## src/gbci_pkg.sv

```systemverilog
`timescale 1ns / 1ps

package gbci_pkg;

  // field widths
  localparam int RATE_W    = 16;
  localparam int ANGLE_W   = 48;
  localparam int TIME_W    = 32;
  localparam int CNT_W     = 16;
  localparam int DELTA_W   = 16;
  localparam int AXSEL_W   = 3;
  localparam int OP_W      = 2;
  localparam int CFG_IDX_W = 2;
  localparam int CFG_W     = 16;
  localparam int NUM_AX    = 3;
  localparam int AX_W      = 2;

  // derived datapath widths
  localparam int SUM_W  = RATE_W + CNT_W;
  localparam int DIFF_W = RATE_W + 1;
  localparam int PROD_W = DIFF_W + DELTA_W + 1;
  localparam int ADD_W  = ((ANGLE_W > PROD_W) ? ANGLE_W : PROD_W) + 1;

  // stream packing
  localparam int IN_DATA_W  = ((NUM_AX * RATE_W + TIME_W + 7) / 8) * 8;
  localparam int IN_USER_W  = OP_W;
  localparam int OUT_DATA_W = ((NUM_AX * ANGLE_W + 7) / 8) * 8;
  localparam int OUT_USER_W = 2;

  // item kinds
  localparam logic [OP_W-1:0] OP_SAMPLE = 2'd0;
  localparam logic [OP_W-1:0] OP_CAL    = 2'd1;
  localparam logic [OP_W-1:0] OP_ZERO   = 2'd2;
  localparam logic [OP_W-1:0] OP_NONE   = 2'd3;

  // register indexes
  localparam logic [CFG_IDX_W-1:0] REG_ROLL  = 2'd0;
  localparam logic [CFG_IDX_W-1:0] REG_PITCH = 2'd1;
  localparam logic [CFG_IDX_W-1:0] REG_YAW   = 2'd2;
  localparam logic [CFG_IDX_W-1:0] REG_CAL   = 2'd3;

  // axis selector codes
  localparam logic [AXSEL_W-1:0] AXIS_X  = 3'd0;
  localparam logic [AXSEL_W-1:0] AXIS_Y  = 3'd1;
  localparam logic [AXSEL_W-1:0] AXIS_Z  = 3'd2;
  localparam logic [AXSEL_W-1:0] AXIS_NX = 3'd3;
  localparam logic [AXSEL_W-1:0] AXIS_NY = 3'd4;
  localparam logic [AXSEL_W-1:0] AXIS_NZ = 3'd5;

  typedef struct packed {
    logic load;
    logic neg;
  } mac_ctrl_t;

endpackage

```

## src/gyro_bias_calibrate_integrate.sv

```systemverilog
`timescale 1ns / 1ps

// Channel   Group          Contents
// input     s_axis_*       tuser: op; tdata: rate_x, rate_y, rate_z, time_ms
// output    m_axis_*       tuser: valid_res, calibrating; tdata: roll, pitch, yaw angles
// config    cfg_*          index 0 roll axis, 1 pitch axis, 2 yaw axis, 3 cal_samples
//
// One item at a time through a small sequencer. Tracking sample: one multiply and one
// saturating add per angle (shared unit). Calibration sample: one shared adder over the
// three sums; the last one adds a bit-serial bias divide per axis. Other items go straight
// to output. The next item is taken while a result waits in the output register; the block
// holds in the output state if that is still full. Reset is asynchronous, active low, and
// clears control, sums, bias and angles, not rates, delta or output data; no clearing pass.

module gyro_bias_calibrate_integrate (
  input  logic                                clk_i,
  input  logic                                rst_ni,
  input  logic                                s_axis_tvalid,
  output logic                                s_axis_tready,
  input  logic [gbci_pkg::IN_DATA_W-1:0]      s_axis_tdata,  // rate_x, rate_y, rate_z, time_ms
  input  logic [gbci_pkg::IN_USER_W-1:0]      s_axis_tuser,  // op
  output logic                                m_axis_tvalid,
  input  logic                                m_axis_tready,
  output logic [gbci_pkg::OUT_DATA_W-1:0]     m_axis_tdata,  // roll, pitch, yaw angle
  output logic [gbci_pkg::OUT_USER_W-1:0]     m_axis_tuser,  // valid_res, calibrating
  input  logic                                cfg_we_i,
  input  logic [gbci_pkg::CFG_IDX_W-1:0]      cfg_idx_i,
  input  logic [gbci_pkg::CFG_W-1:0]          cfg_data_i
);
  import gbci_pkg::*;

  localparam logic [2:0] S_IDLE = 3'd0;
  localparam logic [2:0] S_SUM  = 3'd1;
  localparam logic [2:0] S_DIV  = 3'd2;
  localparam logic [2:0] S_MUL  = 3'd3;
  localparam logic [2:0] S_OUT  = 3'd4;

  logic [2:0] state_q, state_d;
  logic [AX_W-1:0] ax_q, ax_d;
  logic phase_q, phase_d;
  logic div_go_q, div_go_d;
  logic upd_q, upd_d;

  logic [AXSEL_W-1:0] axis_q [NUM_AX];
  logic [CNT_W-1:0]   cal_samples_q;

  logic                     cal_active_q, cal_active_d;
  logic [CNT_W-1:0]         cal_count_q, cal_count_d;
  logic signed [SUM_W-1:0]  sums_q [NUM_AX];
  logic signed [SUM_W-1:0]  sums_d [NUM_AX];
  logic signed [RATE_W-1:0] bias_q [NUM_AX];
  logic signed [RATE_W-1:0] bias_d [NUM_AX];
  logic signed [ANGLE_W-1:0] acc_q [NUM_AX];
  logic signed [ANGLE_W-1:0] acc_d [NUM_AX];
  logic [TIME_W-1:0]        last_q, last_d;
  logic                     have_q, have_d;
  logic [DELTA_W-1:0]       delta_q, delta_d;
  logic signed [RATE_W-1:0] rate_q [NUM_AX];
  logic signed [RATE_W-1:0] rate_d [NUM_AX];

  logic                      m_valid_q, m_valid_d;
  logic [OUT_DATA_W-1:0]     m_data_q, m_data_d;
  logic [OUT_USER_W-1:0]     m_user_q, m_user_d;

  logic [TIME_W-1:0]   now, elapsed;
  logic [CNT_W-1:0]    target;
  logic                accept;
  logic [AXSEL_W-1:0]  sel;
  logic [AX_W-1:0]     src;
  logic                src_en;
  logic                src_neg;
  mac_ctrl_t           mac_ctrl;
  logic signed [DIFF_W-1:0]  diff;
  logic signed [ANGLE_W-1:0] mac_sum;
  logic                div_start, div_done;
  logic signed [RATE_W-1:0] div_quot;

  // configuration registers
  always_ff @(posedge clk_i or negedge rst_ni) begin
    if (!rst_ni) begin
      axis_q[0]     <= AXIS_X;
      axis_q[1]     <= AXIS_Y;
      axis_q[2]     <= AXIS_Z;
      cal_samples_q <= CNT_W'(1000);
    end else if (cfg_we_i) begin
      unique case (cfg_idx_i)
        REG_ROLL:  axis_q[0]     <= cfg_data_i[AXSEL_W-1:0];
        REG_PITCH: axis_q[1]     <= cfg_data_i[AXSEL_W-1:0];
        REG_YAW:   axis_q[2]     <= cfg_data_i[AXSEL_W-1:0];
        REG_CAL:   cal_samples_q <= cfg_data_i[CNT_W-1:0];
      endcase
    end
  end

  assign s_axis_tready = (state_q == S_IDLE);
  assign accept        = s_axis_tvalid && s_axis_tready;
  assign now           = s_axis_tdata[NUM_AX*RATE_W +: TIME_W];
  assign elapsed       = now - last_q;
  assign target        = (cal_samples_q == '0) ? CNT_W'(1) : cal_samples_q;

  // axis select for the angle in work
  always_comb begin
    sel     = axis_q[ax_q];
    src     = '0;
    src_en  = 1'b1;
    src_neg = 1'b0;
    unique case (sel)
      AXIS_X:  src = 2'd0;
      AXIS_Y:  src = 2'd1;
      AXIS_Z:  src = 2'd2;
      AXIS_NX: begin src = 2'd0; src_neg = 1'b1; end
      AXIS_NY: begin src = 2'd1; src_neg = 1'b1; end
      AXIS_NZ: begin src = 2'd2; src_neg = 1'b1; end
      default: src_en = 1'b0;
    endcase
    diff = {rate_q[src][RATE_W-1], rate_q[src]} - {bias_q[src][RATE_W-1], bias_q[src]};
  end

  always_comb begin
    state_d      = state_q;
    ax_d         = ax_q;
    phase_d      = phase_q;
    div_go_d     = div_go_q;
    upd_d        = upd_q;
    cal_active_d = cal_active_q;
    cal_count_d  = cal_count_q;
    sums_d       = sums_q;
    bias_d       = bias_q;
    acc_d        = acc_q;
    last_d       = last_q;
    have_d       = have_q;
    delta_d      = delta_q;
    rate_d       = rate_q;
    m_valid_d    = m_valid_q;
    m_data_d     = m_data_q;
    m_user_d     = m_user_q;
    mac_ctrl.load = 1'b0;
    mac_ctrl.neg  = src_neg;
    div_start    = 1'b0;

    if (m_valid_q && m_axis_tready) begin
      m_valid_d = 1'b0;
    end

    unique case (state_q)
      S_IDLE: begin
        if (accept) begin
          for (int i = 0; i < NUM_AX; i++) begin
            rate_d[i] = s_axis_tdata[i*RATE_W +: RATE_W];
          end
          upd_d = 1'b0;
          ax_d  = '0;
          state_d = S_OUT;
          unique case (s_axis_tuser)
            OP_CAL: begin
              cal_active_d = 1'b1;
              cal_count_d  = '0;
              for (int i = 0; i < NUM_AX; i++) begin
                sums_d[i] = '0;
                bias_d[i] = '0;
              end
            end
            OP_ZERO: begin
              for (int i = 0; i < NUM_AX; i++) begin
                acc_d[i] = '0;
              end
            end
            OP_SAMPLE: begin
              if (cal_active_q) begin
                cal_count_d = cal_count_q + 1'b1;
                state_d     = S_SUM;
              end else if (!have_q) begin
                have_d = 1'b1;
                last_d = now;
              end else begin
                // delta saturates at the 16-bit limit
                delta_d = (|elapsed[TIME_W-1:DELTA_W]) ? '1 : elapsed[DELTA_W-1:0];
                last_d  = now;
                upd_d   = 1'b1;
                phase_d = 1'b0;
                state_d = S_MUL;
              end
            end
            OP_NONE: ;
          endcase
        end
      end

      S_SUM: begin
        sums_d[ax_q] = sums_q[ax_q]
                     + {{(SUM_W - RATE_W){rate_q[ax_q][RATE_W-1]}}, rate_q[ax_q]};
        if (ax_q == AX_W'(NUM_AX - 1)) begin
          ax_d     = '0;
          div_go_d = 1'b0;
          state_d  = (cal_count_q >= target) ? S_DIV : S_OUT;
        end else begin
          ax_d = ax_q + 1'b1;
        end
      end

      S_DIV: begin
        if (!div_go_q) begin
          div_start = 1'b1;
          div_go_d  = 1'b1;
        end else if (div_done) begin
          bias_d[ax_q] = div_quot;
          acc_d[ax_q]  = '0;
          div_go_d     = 1'b0;
          if (ax_q == AX_W'(NUM_AX - 1)) begin
            cal_active_d = 1'b0;
            state_d      = S_OUT;
          end else begin
            ax_d = ax_q + 1'b1;
          end
        end
      end

      S_MUL: begin
        if (!phase_q) begin
          mac_ctrl.load = 1'b1;
          phase_d       = 1'b1;
        end else begin
          if (src_en) begin
            acc_d[ax_q] = mac_sum;
          end
          phase_d = 1'b0;
          if (ax_q == AX_W'(NUM_AX - 1)) begin
            state_d = S_OUT;
          end else begin
            ax_d = ax_q + 1'b1;
          end
        end
      end

      S_OUT: begin
        if (!m_valid_q || m_axis_tready) begin
          m_valid_d = 1'b1;
          m_data_d  = '0;
          for (int i = 0; i < NUM_AX; i++) begin
            m_data_d[i*ANGLE_W +: ANGLE_W] = acc_q[i];
          end
          m_user_d = {cal_active_q, upd_q};
          state_d  = S_IDLE;
        end
      end

      default: state_d = S_IDLE;
    endcase
  end

  always_ff @(posedge clk_i or negedge rst_ni) begin
    if (!rst_ni) begin
      state_q      <= S_IDLE;
      ax_q         <= '0;
      phase_q      <= 1'b0;
      div_go_q     <= 1'b0;
      upd_q        <= 1'b0;
      cal_active_q <= 1'b0;
      cal_count_q  <= '0;
      last_q       <= '0;
      have_q       <= 1'b0;
      m_valid_q    <= 1'b0;
      for (int i = 0; i < NUM_AX; i++) begin
        sums_q[i] <= '0;
        bias_q[i] <= '0;
        acc_q[i]  <= '0;
      end
    end else begin
      state_q      <= state_d;
      ax_q         <= ax_d;
      phase_q      <= phase_d;
      div_go_q     <= div_go_d;
      upd_q        <= upd_d;
      cal_active_q <= cal_active_d;
      cal_count_q  <= cal_count_d;
      last_q       <= last_d;
      have_q       <= have_d;
      m_valid_q    <= m_valid_d;
      sums_q       <= sums_d;
      bias_q       <= bias_d;
      acc_q        <= acc_d;
    end
  end

  always_ff @(posedge clk_i) begin
    delta_q  <= delta_d;
    rate_q   <= rate_d;
    m_data_q <= m_data_d;
    m_user_q <= m_user_d;
  end

  gbci_div u_div (
    .clk_i      (clk_i),
    .rst_ni     (rst_ni),
    .start_i    (div_start),
    .dividend_i (sums_q[ax_q]),
    .divisor_i  (cal_count_q),
    .done_o     (div_done),
    .quot_o     (div_quot)
  );

  gbci_mac u_mac (
    .clk_i   (clk_i),
    .ctrl_i  (mac_ctrl),
    .diff_i  (diff),
    .delta_i (delta_q),
    .acc_i   (acc_q[ax_q]),
    .sum_o   (mac_sum)
  );

  assign m_axis_tvalid = m_valid_q;
  assign m_axis_tdata  = m_data_q;
  assign m_axis_tuser  = m_user_q;

endmodule

```

## src/gbci_div.sv

```systemverilog
`timescale 1ns / 1ps

module gbci_div (
  input  logic                                 clk_i,
  input  logic                                 rst_ni,
  input  logic                                 start_i,
  input  logic signed [gbci_pkg::SUM_W-1:0]    dividend_i,
  input  logic        [gbci_pkg::CNT_W-1:0]    divisor_i,
  output logic                                 done_o,
  output logic signed [gbci_pkg::RATE_W-1:0]   quot_o
);
  import gbci_pkg::*;

  localparam int DCNT_W = $clog2(SUM_W + 1);

  logic              busy_q;
  logic [DCNT_W-1:0] cnt_q;
  logic              neg_q;
  logic [SUM_W-1:0]  quo_q, quo_d;
  logic [CNT_W-1:0]  rem_q, rem_d;
  logic [CNT_W-1:0]  div_q;
  logic [CNT_W:0]    shifted, trial;
  logic              fits;
  logic [SUM_W-1:0]  mag, quo_s;

  assign mag = dividend_i[SUM_W-1] ? (~dividend_i + 1'b1) : dividend_i;

  // restoring divide, one quotient bit a cycle
  always_comb begin
    shifted = {rem_q, quo_q[SUM_W-1]};
    trial   = shifted - {1'b0, div_q};
    fits    = shifted >= {1'b0, div_q};
    rem_d   = fits ? trial[CNT_W-1:0] : shifted[CNT_W-1:0];
    quo_d   = {quo_q[SUM_W-2:0], fits};
  end

  always_ff @(posedge clk_i or negedge rst_ni) begin
    if (!rst_ni) begin
      busy_q <= 1'b0;
      cnt_q  <= '0;
    end else if (start_i) begin
      busy_q <= 1'b1;
      cnt_q  <= DCNT_W'(SUM_W);
    end else if (busy_q) begin
      if (cnt_q == '0) begin
        busy_q <= 1'b0;
      end else begin
        cnt_q <= cnt_q - 1'b1;
      end
    end
  end

  always_ff @(posedge clk_i) begin
    if (start_i) begin
      neg_q <= dividend_i[SUM_W-1];
      quo_q <= mag;
      rem_q <= '0;
      div_q <= divisor_i;
    end else if (busy_q && cnt_q != '0) begin
      quo_q <= quo_d;
      rem_q <= rem_d;
    end
  end

  // magnitude fits RATE_W bits once signed, so truncation is exact
  assign quo_s  = neg_q ? (~quo_q + 1'b1) : quo_q;
  assign quot_o = quo_s[RATE_W-1:0];
  assign done_o = busy_q && (cnt_q == '0);

endmodule

```

## src/gbci_mac.sv

```systemverilog
`timescale 1ns / 1ps

module gbci_mac (
  input  logic                                  clk_i,
  input  gbci_pkg::mac_ctrl_t                   ctrl_i,
  input  logic signed [gbci_pkg::DIFF_W-1:0]    diff_i,
  input  logic        [gbci_pkg::DELTA_W-1:0]   delta_i,
  input  logic signed [gbci_pkg::ANGLE_W-1:0]   acc_i,
  output logic signed [gbci_pkg::ANGLE_W-1:0]   sum_o
);
  import gbci_pkg::*;

  localparam logic signed [ADD_W-1:0] SAT_MAX =
    {{(ADD_W - ANGLE_W + 1){1'b0}}, {(ANGLE_W - 1){1'b1}}};
  localparam logic signed [ADD_W-1:0] SAT_MIN =
    {{(ADD_W - ANGLE_W + 1){1'b1}}, {(ANGLE_W - 1){1'b0}}};

  logic signed [PROD_W-1:0] prod_q;
  logic                     neg_q;
  logic signed [PROD_W-1:0] term;
  logic signed [ADD_W-1:0]  total;

  always_ff @(posedge clk_i) begin
    if (ctrl_i.load) begin
      prod_q <= diff_i * $signed({1'b0, delta_i});
      neg_q  <= ctrl_i.neg;
    end
  end

  always_comb begin
    term  = neg_q ? -prod_q : prod_q;
    total = {{(ADD_W - ANGLE_W){acc_i[ANGLE_W-1]}}, acc_i}
          + {{(ADD_W - PROD_W){term[PROD_W-1]}}, term};
    if (total > SAT_MAX) begin
      sum_o = SAT_MAX[ANGLE_W-1:0];
    end else if (total < SAT_MIN) begin
      sum_o = SAT_MIN[ANGLE_W-1:0];
    end else begin
      sum_o = total[ANGLE_W-1:0];
    end
  end

endmodule
```

## config.mk

```make
export PLATFORM = sky130hd
export DESIGN_NAME = gyro_bias_calibrate_integrate
export DESIGN_NICKNAME = d
export VERILOG_FILES = /design/src/gbci_pkg.sv /design/src/gyro_bias_calibrate_integrate.sv /design/src/gbci_div.sv /design/src/gbci_mac.sv
export SDC_FILE = /design/constraint.sdc
export NUM_CORES = 2
export LEC_CHECK = 0
export BUFFER_PORTS_ARGS = -buffer_cell sky130_fd_sc_hd__buf_2
export CAP_MARGIN = 25
export CORE_MARGIN = 5
export CORE_UTILIZATION = 60
export CTS_CLUSTER_DIAMETER = 60
export CTS_CLUSTER_SIZE = 14
export DETAILED_ROUTE_END_ITERATION = 8
export PLACE_DENSITY_LB_ADDON = 0.05
export SYNTH_ARGS = -nofsm -noshare
export SYNTH_HDL_FRONTEND = slang
export SYNTH_SLANG_ARGS = --single-unit
```

## constraint.sdc

```tcl
create_clock -name clk_i -period 14.8 [get_ports clk_i]
set_input_delay 1.48 -clock clk_i [delete_from_list [all_inputs] [get_ports clk_i]]
set_output_delay 1.48 -clock clk_i [all_outputs]
set_load 0.1 [all_outputs]
```

# Yosys cells after proc, flatten, opt, wreduce, memory -nomap -nowiden
# Cells that the tools add are included.
[op_classes] add_sub_neg=11 bitwise_logic=7 eq_ne=30 multipliers=1 muxes=105 reduce_logical=46 n_lt_le_gt_ge=7
[op_table] cell="$mux W144" count=6
[op_table] cell="$mux W48" count=9
[op_table] cell="$pmux W144 S3" count=1
[op_table] cell="$mux W32" count=6
[op_table] cell="$mux W96" count=2
[op_table] cell="$pmux W96 S2" count=1
[op_table] cell="$mux W16" count=11
[op_table] cell="$and A144 B144 Y144" count=1
[op_table] cell="$bwmux W144" count=1
[op_table] cell="$not A144 Y144" count=1
[op_table] cell="$bmux W16 S2" count=3
[op_table] cell="$bmux W48 S2" count=1
[op_table] cell="$bwmux W96" count=1
[op_table] cell="$demux W48 S2" count=1
[op_table] cell="$pmux W48 S2" count=1
[op_table] cell="$bmux W32 S2" count=1
[op_table] cell="$demux W32 S2" count=1
[op_table] cell="$add A48 B34 Y49" count=1
[op_table] cell="$gt A49 B48 Y1 const B" count=1
[op_table] cell="$lt A49 B48 Y1 const B" count=1
[op_table] cell="$bwmux W48" count=1
[op_table] cell="$mux W3" count=13
[op_table] cell="$mul A17 B17 Y34" count=1
[op_table] cell="$mux W34" count=1
[op_table] cell="55 further kinds" count=140
[word_totals] output_inout_bits=148 ff_bits=689 elab_cells=244

# Depth between registers and ports, before layout
[depth] ltp_word=13 mapped_depth=47 mapped_depth_nobuf=41

# By module
# From an unflattened synthesis, not the netlist that was laid out.
[unflattened] cells_unflattened=4931 hier_area_um2=47924.7
[by_module_without_submodules] mod="gyro_bias_calibrate_integrate" cells_per_inst=2660 area_each_um2=28123.2 seq_area_each_um2=15625.0 instances=1
[by_module_without_submodules] mod="gbci_mac" cells_per_inst=1767 area_each_um2=15150.8 seq_area_each_um2=1051.0 instances=1
[by_module_without_submodules] mod="gbci_div" cells_per_inst=504 area_each_um2=4650.7 seq_area_each_um2=1966.9 instances=1

# Worst setup path after synthesis
# OpenSTA, ideal clock, no wires.
[synth_timing] path_kind="register to register" start="register ax_q[0]" end="register u_mac.prod_q[32], data pin" setup_slack_ns=4.101 n_path_buf=7 arrival_ns=10.441 required_ns=14.542 stages_incl_launch_ff=45 period_less_slack_ns=10.699 path_cell_list="dfrtp_1 -> nor2b_1 -> buf_6 -> buf_2 -> buf_2 -> buf_2 -> nand2_1 -> o21ai_0 -> mux2i_1 -> clkbuf_1 -> nand2_1 -> o21ai_0 -> ha_1 -> inv_1 -> fa_1 -> a21o_1 -> a21oi_1 -> nor2b_1 -> [... 9 more ...] -> fa_1 -> inv_1 -> fa_1 -> fa_1 -> inv_1 -> fa_1 -> inv_1 -> ha_1 -> clkbuf_1 -> a21oi_1 -> o21bai_1 -> a221o_1 -> a311o_1 -> nor3_1 -> a21oi_1 -> a211o_1 -> a21oi_1 -> xnor2_1"
[synth_between] elab_chain_cells=13 word_cells_on_any_way=20
[synth_rtl] element="from (decl)" line_no="gyro_bias_calibrate_integrate.sv:39" source="logic [AX_W-1:0] ax_q, ax_d;"
[synth_rtl] element="from (signal assigned)" line_no="gyro_bias_calibrate_integrate.sv:254" source="ax_q <= '0;"
[synth_rtl] element="from (signal assigned)" line_no="gyro_bias_calibrate_integrate.sv:270" source="ax_q <= ax_d;"
[synth_rtl] element="$not A2 Y3 (implied by the code) (*)" line_no="gyro_bias_calibrate_integrate.sv:103" source="sel = axis_q[ax_q];"
[synth_rtl] element="$bmux W3 S2 (*)" line_no="gyro_bias_calibrate_integrate.sv:103"
[synth_rtl] element="$mux W3 (implied by the code) (*) (2 in a row)" line_no="gyro_bias_calibrate_integrate.sv:103"
[synth_rtl] element="$eq A3 B3 Y1 (tied with other cells)" line_no="gyro_bias_calibrate_integrate.sv:107" source="unique case (sel)"
[synth_rtl] element="$reduce_or A2 Y1 (no line)"
[synth_rtl] element="$pmux W2 S2 (*)" line_no="gyro_bias_calibrate_integrate.sv:107"
[synth_rtl] element="$not A2 Y3 (implied by the code) (*)" line_no="gyro_bias_calibrate_integrate.sv:116" source="diff = {rate_q[src][RATE_W-1], rate_q[src]} - {bias_q[src][RATE_W-1], bias_q[src]};"
[synth_rtl] element="$bmux W16 S2" line_no="gyro_bias_calibrate_integrate.sv:116"
[synth_rtl] element="$mux W16 (implied by the code) (2 in a row)" line_no="gyro_bias_calibrate_integrate.sv:116"
[synth_rtl] element="$sub A16 B16 Y17 (*)" line_no="gyro_bias_calibrate_integrate.sv:116"
[synth_rtl] element="$mul A17 B17 Y34 (*)" line_no="gbci_mac.sv:25" source="prod_q <= diff_i * $signed({1'b0, delta_i});"
[synth_rtl] element="to (signal assigned)" line_no="gbci_mac.sv:25"
[synth_rtl] element="to (decl)" line_no="gbci_mac.sv:18" source="logic signed [PROD_W-1:0] prod_q;"
# Mark *: on every way between the ends. The rest lies on a longest branch, timed or not. The select of a mux whose other input is x is not followed.
# A chain may end at the register's enable or synchronous reset.

# Worst setup path in the final report
# Same ends and word-level chain as after synthesis.

==> results.md <==
- Async SR Flop Fraction: 0.5501
- Post-synthesis average cell area: 9.832 um^2
- Rows: 104
- Clock Path Buffers: 3
- GR Util All Layers: 0.3018
- Post-Synthesis Cell Area: 48210 um^2
- Crit path kind: flop to flop
- Reg2reg setup slack: 2370 ps
- Setup TNS: 0 ps
- Die H: 293.5 um
- CP required: 15160 ps
- Initial Util: 0.6014
- Layout area overhead: 9.450%
- Post-synth EDFFs: 294
- Htree depth: 3
- Slowest stage delay, CP: 990 ps
- WL/cell: 21.09 um
- Hold_buf cts: 0
- Core area: 80160 um^2
- CTS Buf Count: 69
- Largest net degree at the start of global routing: 136
- WHS Endpoint: m_axis_tdata[58]$_DFFE_PP_
- Vias in the first global route: 37010
- Mapped Nets: 5541
- Final WL: 130200 um
- Status: complete, no violations
- Die area: 86110 um^2
- R2R depth: 38
- Final Max Tran Viols: 0
- Post-DRT Antenna Nets: 0
- Reg-to-Reg End: u_mac.prod_q[32]$_DFFE_PP_
- Nets: 5687
- Most frequent cells in the layout: nand2_1, inv_1, o21ai_0, dfrtp_1, edfxtp_1
- First-pass GRT wire length: 208100 um
- Commonest non-fill, non-tap cell in the layout: nand2_1
- Crit. End Element: flop
- Hold path depth: 0
- TritonCTS clock tree: yes
- Post CTS Setup Buffer Count: 0
- Drt via density: 6.067
- Drt first pass iters: 6
- Synth cell types: 96
- Final setup viols: 0
- Reg clk slew, reported paths: 70 ps
- Filler cells: 6544
- RSZ-0062 raised after global routing: false
- Hold path start: acc_q[58]$_DFFE_PN0P_
- Post-DP HPWL: 94110 um
- Initial antenna violation count: 13
- Max cap viols: 0
- Share of layout cells above drive strength 1: 0.1060
- Post-synth top flop: dfrtp_1
- Fin crit share: 0.8401
- Yosys warns: 0
- Arr. time, crit path: 12790 ps
- R2r startpoint: ax_q[0]$_DFFE_PN0P_
- I/O Buffers: 252
- Root Buffer Master: clkbuf_16
- Post-Syn Instances: 4903
- Slew headroom: 0.2224
- Global route overflow: 0
- DR iter-0 viols: 3453
- Io pins: 253
- Max FO, Critical Path: 45
- Startpoint type of the worst setup path: flop
- Fmax: 0.08043 GHz
- Crit-path most repeated cell: fa_1
- Worst skew pair latency: 640 ps
- Clock skew: 39.85 ps
- Slew @ Worst Pin: 1166 ps
- Sequential share of the synthesized area: 0.3867
- Clk sink count: 689
- Number of gates resized after cts: 0
- Hold Violations, Final: 0
- Worst hold path type: flop to flop
- Critical Path Slowest Stage Cell: dfrtp_4
- Synth Register Bits: 689
- Final min period: 12430 ps
- Die width: 293.5 um
- Routability cong.: 0.9475
- Vias: 37450
- Drt drc: 0
-- cell usage after synthesis, drive strengths merged, types with 27 or more instances --
master  count  area share
nand2     603       0.047
mux2       58       0.014
o211ai     41      0.0064
o31ai      34      0.0055
nor2b      37      0.0048
a21o       65       0.010
xnor2     160       0.029
mux2i     150       0.031
ha        255       0.066
buf        46      0.0051
and2      117       0.015
nand2b     50      0.0065
o21ai     450       0.047
a22o       81       0.015
a211oi     28      0.0046
a21oi     206       0.022
and3       32      0.0042
fa        278        0.12
edfxtp    294        0.18
o21a       27      0.0042
nand3     108       0.012
nand4      47      0.0062
nor2      176       0.014
dfrtp     371        0.19
clkbuf    187       0.015
xor2       77       0.014
nor3      110       0.011
inv       497       0.039
-- routing by layer --
metal,global-route usage,share of wire,vias up
li1,-,-,17330
met1,0.4410,0.44,18420
met2,0.4712,0.45,1480
met3,0.06047,0.092,224
met4,0.07308,0.023,8
met5,0,0.00038,-
-- state kept, by name, summed over array words and instances (netlist names), 6 cells and up --
register / count
delta_q: 16
bias_q: 48
u_div.quo_q: 32
axis_q: 9
u_div.rem_q: 16
u_div.cnt_q: 6
m_axis_tdata: 144
u_mac.prod_q: 34
sums_q: 96
u_div.div_q: 16
cal_count_q: 16
cal_samples_q: 16
acc_q: 144
rate_q: 48
last_q: 32
-- metrics by stage --
stage               cell area, um^2  cells    util  hold WS [ps]  setup WS (ps)
global placement              50400   6031  0.6287         441.1           2413
finish                        52760   6173  0.6582         451.8           2367
CTS                           52670   6161  0.6571         442.7           2351
detailed placement            50450   6034  0.6294         448.1           2416
floorplan                     48210   4903       -         424.8           4101
global route                  52750   6167  0.6580         477.0           1593
-- kinds of logic (layout without fill, tap and decap cells) --
kind of cell / after synthesis / count (layout) / synth area share
compound gates: 1131 / 1131 / 0.1494
xor+xnor: 237 / 237 / 0.04306
fa+ha+maj: 539 / 539 / 0.1829
buf+inv: 732 / 934 / 0.05855
flops: 689 / 689 / 0.3867
mux: 208 / 208 / 0.04469
other cells: 0 / 8 / 0
simple gates: 1367 / 1367 / 0.1347
-- final cells by class --
class | count | area (um^2) | area share
Tap cell | 1060 | 1326 | 0.02514
Clock buffer | 100 | 1874 | 0.03552
Timing Repair Buffer | 308 | 1774 | 0.03363
Clock inverter | 27 | 346.6 | 0.006569
Inverter | 499 | 1873 | 0.03550
Antenna cell | 8 | 20.02 | 0.0003794
Multi-Input combinational cell | 3482 | 26900 | 0.5098
Sequential cell | 689 | 18650 | 0.3535
-- critical path, delay by kind of cell (launching register included) --
| family | cells | cell delay (ps) |
|---|---|---|
| buffers and inverters | 5 | 700 |
| DFF | 1 | 990 |
| adders and majority gates | 8 | 3790 |
| xor gates and xnor gates | 4 | 1210 |
| muxes | 2 | 410 |
| and+or+nand+nor | 7 | 1520 |
| AOI/OAI and AO/OA | 12 | 3540 |
-- worst max path at each step --
stage	startpoint	endpoint	slack, ps
global placement	ax_q[0]$_DFFE_PN0P_	u_mac.prod_q[33]$_DFFE_PP_	2410
floorplan	ax_q[0]$_DFFE_PN0P_	u_mac.prod_q[32]$_DFFE_PP_	4100
global route	ax_q[0]$_DFFE_PN0P_	u_mac.prod_q[32]$_DFFE_PP_	1590
CTS	ax_q[0]$_DFFE_PN0P_	u_mac.prod_q[32]$_DFFE_PP_	2350
finish	ax_q[0]$_DFFE_PN0P_	u_mac.prod_q[32]$_DFFE_PP_	2370
detailed placement	ax_q[0]$_DFFE_PN0P_	u_mac.prod_q[32]$_DFFE_PP_	2420
Power is not shown: default switching activity piles up to over one toggle a cycle in this logic, so the estimate is an artifact.
